$ cat config.mk
export PLATFORM = sky130hd
export DESIGN_NAME = double_ended_queue_top_flat
export DESIGN_NICKNAME = d
export VERILOG_FILES = /design/src/rtl/core/deq_pkg.sv /design/src/rtl/core/deq_if.sv /design/src/rtl/core/deq_ram.sv /design/src/rtl/core/deq_ctrl.sv /design/src/rtl/core/deq_obuf.sv /design/src/rtl/core/double_ended_queue_top.sv /design/src/flat_wrapper.sv
export SDC_FILE = /design/constraint.sdc
export NUM_CORES = 1
export LEC_CHECK = 0
export BUFFER_PORTS_ARGS = -buffer_cell sky130_fd_sc_hd__buf_2
export CORE_MARGIN = 2
export CORE_UTILIZATION = 40
export DETAILED_ROUTE_END_ITERATION = 7
export HOLD_SLACK_MARGIN = 0.05
export PLACE_DENSITY = 0.68
export SLEW_MARGIN = 20
export SYNTH_ARGS = -nofsm -noshare
export SYNTH_HDL_FRONTEND = slang
export SYNTH_HIERARCHICAL = 1
export SYNTH_SLANG_ARGS = --single-unit
export TNS_END_PERCENT = 5
$ cat constraint.sdc
create_clock -name clk -period 14 [get_ports clk]
set_input_delay 2.8 -clock clk [delete_from_list [all_inputs] [get_ports clk]]
set_output_delay 2.8 -clock clk [all_outputs]
set_load 0.05 [all_outputs]
$ cat src/rtl/core/deq_pkg.sv
// Shared types, constants and index helpers for the double-ended queue.
// No dependencies; every other file in rtl/core but deq_ram uses this package.
package deq_pkg;

    localparam int CAPACITY = 8;
    localparam int IDX_W    = (CAPACITY > 1) ? $clog2(CAPACITY) : 1;
    localparam int CNT_W    = $clog2(CAPACITY + 1);
    localparam int DATA_W   = 32;
    localparam int OP_W     = 3;
    localparam int ST_W     = 2;

    typedef enum logic [OP_W-1:0] {
        OP_PUSH_FRONT = 3'd0,
        OP_PUSH_BACK  = 3'd1,
        OP_POP_FRONT  = 3'd2,
        OP_POP_BACK   = 3'd3,
        OP_DUMP_FWD   = 3'd4,
        OP_DUMP_BWD   = 3'd5
    } op_t;

    typedef enum logic [ST_W-1:0] {
        ST_OK        = 2'd0,
        ST_OVERFLOW  = 2'd1,
        ST_UNDERFLOW = 2'd2
    } status_t;

    typedef struct packed {
        status_t                   status;
        logic signed [DATA_W-1:0]  data_out;
        logic                      last_of_run;
    } res_t;

    typedef struct packed {
        logic              busy;
        logic [CNT_W-1:0]  count;
    } stat_t;

    // Advance a ring slot with wrap.
    function automatic logic [IDX_W-1:0] slot_inc(input logic [IDX_W-1:0] i);
        logic [IDX_W-1:0] r;
        if (i == IDX_W'(CAPACITY - 1))
            r = '0;
        else
            r = i + IDX_W'(1);
        return r;
    endfunction

    // Step a ring slot back with wrap.
    function automatic logic [IDX_W-1:0] slot_dec(input logic [IDX_W-1:0] i);
        logic [IDX_W-1:0] r;
        if (i == '0)
            r = IDX_W'(CAPACITY - 1);
        else
            r = i - IDX_W'(1);
        return r;
    endfunction

endpackage

$ cat src/rtl/core/deq_if.sv
// Handshake interfaces for the command and result channels.
// Depends on deq_pkg for field widths.
interface deq_cmd_if;
    logic                               valid;
    logic                               ready;
    logic [deq_pkg::OP_W-1:0]           opcode;
    logic signed [deq_pkg::DATA_W-1:0]  value;

    modport source (output valid, output opcode, output value, input ready);
    modport sink (input valid, input opcode, input value, output ready);
endinterface

interface deq_rsp_if;
    logic                               valid;
    logic                               ready;
    logic [deq_pkg::ST_W-1:0]           status;
    logic signed [deq_pkg::DATA_W-1:0]  data_out;
    logic                               last_of_run;

    modport source (output valid, output status, output data_out, output last_of_run,
                    input ready);
    modport sink (input valid, input status, input data_out, input last_of_run,
                  output ready);
endinterface

$ cat src/rtl/core/deq_ram.sv
// Generic single-write, single-read synchronous RAM with registered read data.
// No package dependency.
module deq_ram #(
    parameter int DEPTH  = 8,
    parameter int WIDTH  = 32,
    parameter int ADDR_W = 3
) (
    input  logic              clk,
    input  logic              wr_en,
    input  logic [ADDR_W-1:0] wr_addr,
    input  logic [WIDTH-1:0]  wr_data,
    input  logic              rd_en,
    input  logic [ADDR_W-1:0] rd_addr,
    output logic [WIDTH-1:0]  rd_data
);

    logic [WIDTH-1:0] mem [DEPTH];
    logic [WIDTH-1:0] rd_data_reg;

    always_ff @(posedge clk)
    begin
        if (wr_en)
        begin
            mem[wr_addr] <= wr_data;
        end
        // hold read data until the next read
        if (rd_en)
        begin
            rd_data_reg <= mem[rd_addr];
        end
    end

    assign rd_data = rd_data_reg;

endmodule

$ cat src/rtl/core/deq_ctrl.sv
// Queue sequencer: ring indices, entry count and the read/emit loop for pop and dump.
// Depends on deq_pkg and deq_if; drives deq_ram and the result buffer.
module deq_ctrl (
    input  logic                        clk,
    input  logic                        rst_n,
    deq_cmd_if.sink                     cmd,
    output deq_pkg::res_t               res,
    output logic                        res_push,
    input  logic                        res_space,
    output logic                        ram_wr_en,
    output logic [deq_pkg::IDX_W-1:0]   ram_wr_addr,
    output logic [deq_pkg::DATA_W-1:0]  ram_wr_data,
    output logic                        ram_rd_en,
    output logic [deq_pkg::IDX_W-1:0]   ram_rd_addr,
    input  logic [deq_pkg::DATA_W-1:0]  ram_rd_data,
    output deq_pkg::stat_t              stat
);

    typedef enum logic {
        S_IDLE,
        S_RUN
    } state_t;

    state_t                     state_reg,  state_next;
    logic [deq_pkg::IDX_W-1:0]  front_reg,  front_next;
    logic [deq_pkg::IDX_W-1:0]  back_reg,   back_next;
    logic [deq_pkg::CNT_W-1:0]  count_reg,  count_next;
    logic [deq_pkg::IDX_W-1:0]  idx_reg,    idx_next;
    logic [deq_pkg::CNT_W-1:0]  remain_reg, remain_next;
    logic                       fwd_reg,    fwd_next;

    logic                       accept;
    logic                       full;
    logic                       empty;
    logic [deq_pkg::IDX_W-1:0]  front_dec;
    logic [deq_pkg::IDX_W-1:0]  back_dec;

    assign full      = (count_reg == deq_pkg::CNT_W'(deq_pkg::CAPACITY));
    assign empty     = (count_reg == '0);
    assign front_dec = deq_pkg::slot_dec(front_reg);
    assign back_dec  = deq_pkg::slot_dec(back_reg);

    assign cmd.ready = (state_reg == S_IDLE) && res_space;
    assign accept    = cmd.valid && cmd.ready;

    always_comb
    begin
        state_next  = state_reg;
        front_next  = front_reg;
        back_next   = back_reg;
        count_next  = count_reg;
        idx_next    = idx_reg;
        remain_next = remain_reg;
        fwd_next    = fwd_reg;

        ram_wr_en   = 1'b0;
        ram_wr_addr = back_reg;
        ram_wr_data = cmd.value;
        ram_rd_en   = 1'b0;
        ram_rd_addr = idx_reg;

        res_push        = 1'b0;
        res.status      = deq_pkg::ST_OK;
        res.data_out    = '0;
        res.last_of_run = 1'b1;

        case (state_reg)
            S_IDLE:
            begin
                if (accept)
                begin
                    case (deq_pkg::op_t'(cmd.opcode))
                        deq_pkg::OP_PUSH_FRONT,
                        deq_pkg::OP_PUSH_BACK:
                        begin
                            res_push = 1'b1;
                            if (full)
                            begin
                                res.status = deq_pkg::ST_OVERFLOW;
                            end
                            else
                            begin
                                ram_wr_en  = 1'b1;
                                count_next = count_reg + deq_pkg::CNT_W'(1);
                                if (deq_pkg::op_t'(cmd.opcode) == deq_pkg::OP_PUSH_FRONT)
                                begin
                                    ram_wr_addr = front_dec;
                                    front_next  = front_dec;
                                end
                                else
                                begin
                                    ram_wr_addr = back_reg;
                                    back_next   = deq_pkg::slot_inc(back_reg);
                                end
                            end
                        end
                        deq_pkg::OP_POP_FRONT,
                        deq_pkg::OP_POP_BACK:
                        begin
                            if (empty)
                            begin
                                res_push   = 1'b1;
                                res.status = deq_pkg::ST_UNDERFLOW;
                            end
                            else
                            begin
                                ram_rd_en   = 1'b1;
                                count_next  = count_reg - deq_pkg::CNT_W'(1);
                                remain_next = deq_pkg::CNT_W'(1);
                                state_next  = S_RUN;
                                if (deq_pkg::op_t'(cmd.opcode) == deq_pkg::OP_POP_FRONT)
                                begin
                                    ram_rd_addr = front_reg;
                                    front_next  = deq_pkg::slot_inc(front_reg);
                                end
                                else
                                begin
                                    ram_rd_addr = back_dec;
                                    back_next   = back_dec;
                                end
                            end
                        end
                        deq_pkg::OP_DUMP_FWD,
                        deq_pkg::OP_DUMP_BWD:
                        begin
                            if (empty)
                            begin
                                res_push   = 1'b1;
                                res.status = deq_pkg::ST_UNDERFLOW;
                            end
                            else
                            begin
                                ram_rd_en   = 1'b1;
                                remain_next = count_reg;
                                state_next  = S_RUN;
                                if (deq_pkg::op_t'(cmd.opcode) == deq_pkg::OP_DUMP_FWD)
                                begin
                                    ram_rd_addr = front_reg;
                                    idx_next    = deq_pkg::slot_inc(front_reg);
                                    fwd_next    = 1'b1;
                                end
                                else
                                begin
                                    ram_rd_addr = back_dec;
                                    idx_next    = deq_pkg::slot_dec(back_dec);
                                    fwd_next    = 1'b0;
                                end
                            end
                        end
                        default:
                        begin
                            // unused opcodes: drop silently
                        end
                    endcase
                end
            end
            S_RUN:
            begin
                // emit the element last read from the store, then fetch the next one
                if (res_space)
                begin
                    res_push        = 1'b1;
                    res.data_out    = ram_rd_data;
                    res.last_of_run = (remain_reg == deq_pkg::CNT_W'(1));
                    if (remain_reg == deq_pkg::CNT_W'(1))
                    begin
                        state_next = S_IDLE;
                    end
                    else
                    begin
                        ram_rd_en   = 1'b1;
                        ram_rd_addr = idx_reg;
                        idx_next    = fwd_reg ? deq_pkg::slot_inc(idx_reg)
                                              : deq_pkg::slot_dec(idx_reg);
                        remain_next = remain_reg - deq_pkg::CNT_W'(1);
                    end
                end
            end
            default:
            begin
                state_next = S_IDLE;
            end
        endcase
    end

    always_ff @(posedge clk or negedge rst_n)
    begin
        if (!rst_n)
        begin
            state_reg  <= S_IDLE;
            front_reg  <= '0;
            back_reg   <= '0;
            count_reg  <= '0;
            idx_reg    <= '0;
            remain_reg <= '0;
            fwd_reg    <= 1'b0;
        end
        else
        begin
            state_reg  <= state_next;
            front_reg  <= front_next;
            back_reg   <= back_next;
            count_reg  <= count_next;
            idx_reg    <= idx_next;
            remain_reg <= remain_next;
            fwd_reg    <= fwd_next;
        end
    end

    assign stat.busy  = (state_reg == S_RUN);
    assign stat.count = count_reg;

endmodule

$ cat src/rtl/core/deq_obuf.sv
// Two-entry result buffer between the sequencer and the result channel.
// Depends on deq_pkg and deq_if.
module deq_obuf (
    input  logic           clk,
    input  logic           rst_n,
    input  deq_pkg::res_t  res,
    input  logic           res_push,
    output logic           res_space,
    deq_rsp_if.source      rsp
);

    deq_pkg::res_t  entry_reg [2];
    logic           wr_ptr_reg, wr_ptr_next;
    logic           rd_ptr_reg, rd_ptr_next;
    logic [1:0]     fill_reg,   fill_next;
    logic           pop;
    deq_pkg::res_t  head;

    assign res_space = (fill_reg != 2'd2);
    assign pop       = rsp.valid && rsp.ready;

    always_comb
    begin
        wr_ptr_next = wr_ptr_reg;
        rd_ptr_next = rd_ptr_reg;
        fill_next   = fill_reg;
        if (res_push && res_space)
        begin
            wr_ptr_next = ~wr_ptr_reg;
        end
        if (pop)
        begin
            rd_ptr_next = ~rd_ptr_reg;
        end
        case ({res_push && res_space, pop})
            2'b10:   fill_next = fill_reg + 2'd1;
            2'b01:   fill_next = fill_reg - 2'd1;
            default: fill_next = fill_reg;
        endcase
    end

    always_ff @(posedge clk or negedge rst_n)
    begin
        if (!rst_n)
        begin
            wr_ptr_reg <= 1'b0;
            rd_ptr_reg <= 1'b0;
            fill_reg   <= 2'd0;
        end
        else
        begin
            wr_ptr_reg <= wr_ptr_next;
            rd_ptr_reg <= rd_ptr_next;
            fill_reg   <= fill_next;
        end
    end

    always_ff @(posedge clk)
    begin
        if (res_push && res_space)
        begin
            entry_reg[wr_ptr_reg] <= res;
        end
    end

    assign head            = entry_reg[rd_ptr_reg];
    assign rsp.valid       = (fill_reg != 2'd0);
    assign rsp.status      = head.status;
    assign rsp.data_out    = head.data_out;
    assign rsp.last_of_run = head.last_of_run;

endmodule

$ cat src/rtl/core/double_ended_queue_top.sv
// Double-ended queue of signed 32-bit values held in a ring buffer RAM.
// Path: push and error results are written into the result buffer as the command is taken;
// pop and dump results pass through the registered RAM read first, then the result buffer.
// Throughput: one push command per cycle; pops and dumps read the single RAM read port
// one entry at a time and take no new command until done; a stalled result channel slows all.
// Reset: indices, count and result buffer clear at once; stored values are not cleared.
module double_ended_queue_top (
    input  logic       clk,
    input  logic       rst_n,
    deq_cmd_if.sink    cmd,
    deq_rsp_if.source  rsp
);

    // Sequencer to result buffer
    deq_pkg::res_t   res;
    logic            res_push;
    logic            res_space;
    deq_pkg::stat_t  stat;

    // Sequencer to element store
    logic                        ram_wr_en;
    logic [deq_pkg::IDX_W-1:0]   ram_wr_addr;
    logic [deq_pkg::DATA_W-1:0]  ram_wr_data;
    logic                        ram_rd_en;
    logic [deq_pkg::IDX_W-1:0]   ram_rd_addr;
    logic [deq_pkg::DATA_W-1:0]  ram_rd_data;

    // Element store: one slot per queue entry, written by pushes,
    // read by pops and dumps.
    deq_ram #(
        .DEPTH  (deq_pkg::CAPACITY),
        .WIDTH  (deq_pkg::DATA_W),
        .ADDR_W (deq_pkg::IDX_W)
    ) u_ram (
        .clk     (clk),
        .wr_en   (ram_wr_en),
        .wr_addr (ram_wr_addr),
        .wr_data (ram_wr_data),
        .rd_en   (ram_rd_en),
        .rd_addr (ram_rd_addr),
        .rd_data (ram_rd_data)
    );

    // Sequencer: accepts one command transaction at a time, updates the
    // ring indices and walks the store for pops and dumps.
    deq_ctrl u_ctrl (
        .clk         (clk),
        .rst_n       (rst_n),
        .cmd         (cmd),
        .res         (res),
        .res_push    (res_push),
        .res_space   (res_space),
        .ram_wr_en   (ram_wr_en),
        .ram_wr_addr (ram_wr_addr),
        .ram_wr_data (ram_wr_data),
        .ram_rd_en   (ram_rd_en),
        .ram_rd_addr (ram_rd_addr),
        .ram_rd_data (ram_rd_data),
        .stat        (stat)
    );

    // Result buffer: parts the sequencer from a stalled result channel.
    deq_obuf u_obuf (
        .clk       (clk),
        .rst_n     (rst_n),
        .res       (res),
        .res_push  (res_push),
        .res_space (res_space),
        .rsp       (rsp)
    );

    // The entry count never exceeds the ring size.
    a_count_bound: assert property (@(posedge clk) disable iff (!rst_n)
        stat.count <= deq_pkg::CNT_W'(deq_pkg::CAPACITY))
        else $error("entry count beyond capacity");

    // A push into a queue with room grows the count by exactly one.
    a_push_grows: assert property (@(posedge clk) disable iff (!rst_n)
        (cmd.valid && cmd.ready
            && (cmd.opcode == deq_pkg::OP_PUSH_FRONT || cmd.opcode == deq_pkg::OP_PUSH_BACK)
            && stat.count != deq_pkg::CNT_W'(deq_pkg::CAPACITY))
        |=> stat.count == $past(stat.count) + deq_pkg::CNT_W'(1))
        else $error("push did not grow the queue");

    // The sequencer never hands a result to a full buffer.
    a_no_lost_result: assert property (@(posedge clk) disable iff (!rst_n)
        res_push |-> res_space)
        else $error("result pushed into full buffer");

    // A pop from a non-empty queue makes the sequencer busy, and it then takes no command.
    a_one_at_a_time: assert property (@(posedge clk) disable iff (!rst_n)
        (cmd.valid && cmd.ready && !stat.busy
            && (cmd.opcode == deq_pkg::OP_POP_FRONT || cmd.opcode == deq_pkg::OP_POP_BACK)
            && stat.count != '0)
        |=> stat.busy && !cmd.ready)
        else $error("command taken during a pop");

endmodule
$ cat src/flat_wrapper.sv
// flat-port wrapper written by rule: the top's interface ports become plain ports
module double_ended_queue_top_flat 
  (clk, rst_n, cmd_valid, cmd_opcode, cmd_value, cmd_ready, rsp_valid, rsp_status, rsp_data_out, rsp_last_of_run, rsp_ready);
  deq_cmd_if cmd_i ();
  deq_rsp_if rsp_i ();
  input  logic clk;
  input  logic rst_n;
  input wire logic [$bits(cmd_i.valid)-1:0] cmd_valid;
  input wire logic [$bits(cmd_i.opcode)-1:0] cmd_opcode;
  input wire logic [$bits(cmd_i.value)-1:0] cmd_value;
  output wire logic [$bits(cmd_i.ready)-1:0] cmd_ready;
  output wire logic [$bits(rsp_i.valid)-1:0] rsp_valid;
  output wire logic [$bits(rsp_i.status)-1:0] rsp_status;
  output wire logic [$bits(rsp_i.data_out)-1:0] rsp_data_out;
  output wire logic [$bits(rsp_i.last_of_run)-1:0] rsp_last_of_run;
  input wire logic [$bits(rsp_i.ready)-1:0] rsp_ready;
  assign cmd_i.valid = cmd_valid;
  assign cmd_i.opcode = cmd_opcode;
  assign cmd_i.value = cmd_value;
  assign cmd_ready = cmd_i.ready;
  assign rsp_valid = rsp_i.valid;
  assign rsp_status = rsp_i.status;
  assign rsp_data_out = rsp_i.data_out;
  assign rsp_last_of_run = rsp_i.last_of_run;
  assign rsp_i.ready = rsp_ready;
  double_ended_queue_top u_core (.clk(clk), .rst_n(rst_n), .cmd(cmd_i), .rsp(rsp_i));
endmodule
==> reports/metrics.yaml <==
run_status:
  outcome: "finished clean"
run:
  timing.max_cap.violations: 0
setup_path:
  worst-endpoint-arrival_ns: 6.15
  timing.setup.critical_path_class: "in -> reg"
  critical_path.endpoint_type: "register"
  critical_path.startpoint_type: "input pin"
  critical_path.n_buffers_inverters: 3
  critical_path.top_delay_family: "buffers and inverters"
  critical_path_peak_fanout: 39
  timing.reg2reg.setup_slack_ns: 9.21
  critical_path.slowest_cell: "sky130_fd_sc_hd__buf_4"
  critical_path.cell_chain: "buf_2 > xnor2_1 > nor3_4 > o211ai_1 > o21ai_4 > buf_4 > buf_4 > mux4_1 > mux2_2"
  critical-path-top-cell-by-count: "sky130_fd_sc_hd__buf_4"
  worst_path_largest_cell_delay_ns: 0.66
  critPathRequiredTime_ns: 14.27
die:
  die-area_sq_um: 40800
  die_x_um: 202
  die_height_um: 202
  io_pins: 76
  placementRows: 72
  starting_density_of_the_core_pct: 40.5
  coreArea_sq_um: 38600
synth:
  synthesized_netlist_net_count: 851
  avgSynthCellArea_sq_um: 19.8
  synth_area_sq_um: 15700
  synth_warnings: 6
  synthesis.instances: 792
clock_network:
  cts_buffer_depth: 3
  cts_resized: 0
  tritoncts_clock_tree: "yes"
  htree_levels: 2
  clock_tree.root_cell: "sky130_fd_sc_hd__clkbuf_16"
  cts_num_sinks: 381
  worst_setup_hold_path_clk_slew_ns: 0.06
  worst_skew_pair.late_latency_ns: 0.53
  holdBufCountCts: 0
  postCtsSetupRepairBufs: 0
  cts_made_buffers: 38
routing:
  routed_wire_length_per_instance_um: 21.5
  drtAntennaViolNets: 0
  drc: 0
  detailedRoute.firstPassIterationCount: 5
  vias_per_cell: 5.20
  wirelength_routed_um: 30100
  drt-initial-drc-count: 590
  route.vias.total: 7275
cells_and_area:
  drive_gt1_share_pct: 29.9
  final_net_count: 912
  largest_reg_flops: 256
  fillers: 3175
  multi_input_area_sq_um: 3910
  layout.core_utilization_pct: 45.6
  regArea_sq_um: 11300
  areaGrowthSynthToFinish_pct: 12.5
sta:
  slew_headroom_pct: 25.7
  setup_violations: 0
  slew_viol_final: 0
  final_clock_skew_ns: 0.0142
  fin_crit_sh_pct: 42.0
  hold_slack_ns: 0.514
  period_needed_ns: 5.88
  timing.final.ws_setup_ns: 8.12
  max_freq_mhz: 170
  tns_ns: 0
  finalHoldViolations: 0
  tightestPinTransition_ns: 1.11
  rsz_0062_raised_after_global_routing: "no"
global_route:
  first_global_vias: 7605
  grt_pass1_wl_um: 46100
  globalRouteOverflowTotal: 0
  initial_antenna_violation_count: 5
  grt_use_total_pct: 14.9
  grt_start_max_net_pins: 65
placed_design:
  finalWeightedCongestion: 0.761
  pre_cts_slack_ns: 7.52
  port_buffers: 75
  detailed_place_hpwl_um: 16200
min_path:
  worstHoldPathType: "reg -> reg"
pwr:
  leakage_uw: 0.00611
  vdd_ir_drop_max_mv: 0.146
  power_density_nw_per_um2: 227
-- worst paths after layout --
| kind | from | end | cells past startpoint |
|---|---|---|---|
| worst max-delay path | cmd_opcode[1] | u_core/u_ram/rd_data[9] | 9 |
| worst min-delay path | u_core/u_obuf/fill_reg[1] | u_core/u_obuf/fill_reg[1] | 1 |
| worst max register to register | u_core/u_obuf/fill_reg[0] | u_core/u_ram/rd_data[9] | 9 |
| worst min register to register | u_core/u_obuf/fill_reg[1] | u_core/u_obuf/fill_reg[1] | 1 |
| max in group asynchronous | rst_n | u_core/u_obuf/rd_ptr_reg | 1 |
| min in group asynchronous | rst_n | u_core/u_ctrl/back_reg[1] | 1 |
-- per-stage QoR --
| stage | cell area (sq um) | std cells | power (uW) |
|---|---|---|---|
| after floorplan | 15700 | 792 | 2750 |
| after global placement | 16400 | 1331 | 3040 |
| after detailed placement | 16400 | 1331 | 3070 |
| after CTS | 17600 | 1397 | 4050 |
| after global routing | 17600 | 1397 | 4200 |
| final | 17600 | 1399 | 4000 |
-- power breakdown --
| part | switching [uW] | internal (uW) | total, uW |
|---|---|---|---|
| combinational | 832 | 546 | 1380 |
| clock | 407 | 565 | 971 |
| sequential | 107 | 1540 | 1650 |
| total | 1350 | 2650 | 4000 |
-- layout by cell type (no fill, tap or decap), drive strengths merged, types with 7 or more instances in the layout --
| cell | n |
|---|---|
| inv | 16 |
| edfxtp | 358 |
| mux2i | 9 |
| mux2 | 72 |
| nor2 | 13 |
| nor3 | 11 |
| clkinv | 20 |
| a21oi | 9 |
| nand2 | 17 |
| mux4 | 64 |
| nand2b | 7 |
| and3 | 34 |
| ha | 19 |
| buf | 90 |
| o21ai | 11 |
| xnor2 | 11 |
| clkbuf | 43 |
| dfrtp | 23 |
-- per-layer routing --
layer / vias up / track usage (%) / share of wire [%]
met5: - / 0 / 0.090
met1: 3757 / 19.4 / 44
met4: 4 / 4.25 / 2.0
met2: 176 / 25.3 / 49
met3: 48 / 3.27 / 5.3
li1: 3290 / - / -
-- layout make-up --
cell class	count	share of cell area, %
antenna	2	0.0284
clock buffer	43	5.62
clock inverter	23	1.16
inverter	16	0.341
multi-input combinational	326	22.2
sequential	381	64.2
tap	518	3.68
timing repair buffer	90	2.77
Note: power is estimated with default switching activity, not from simulation.
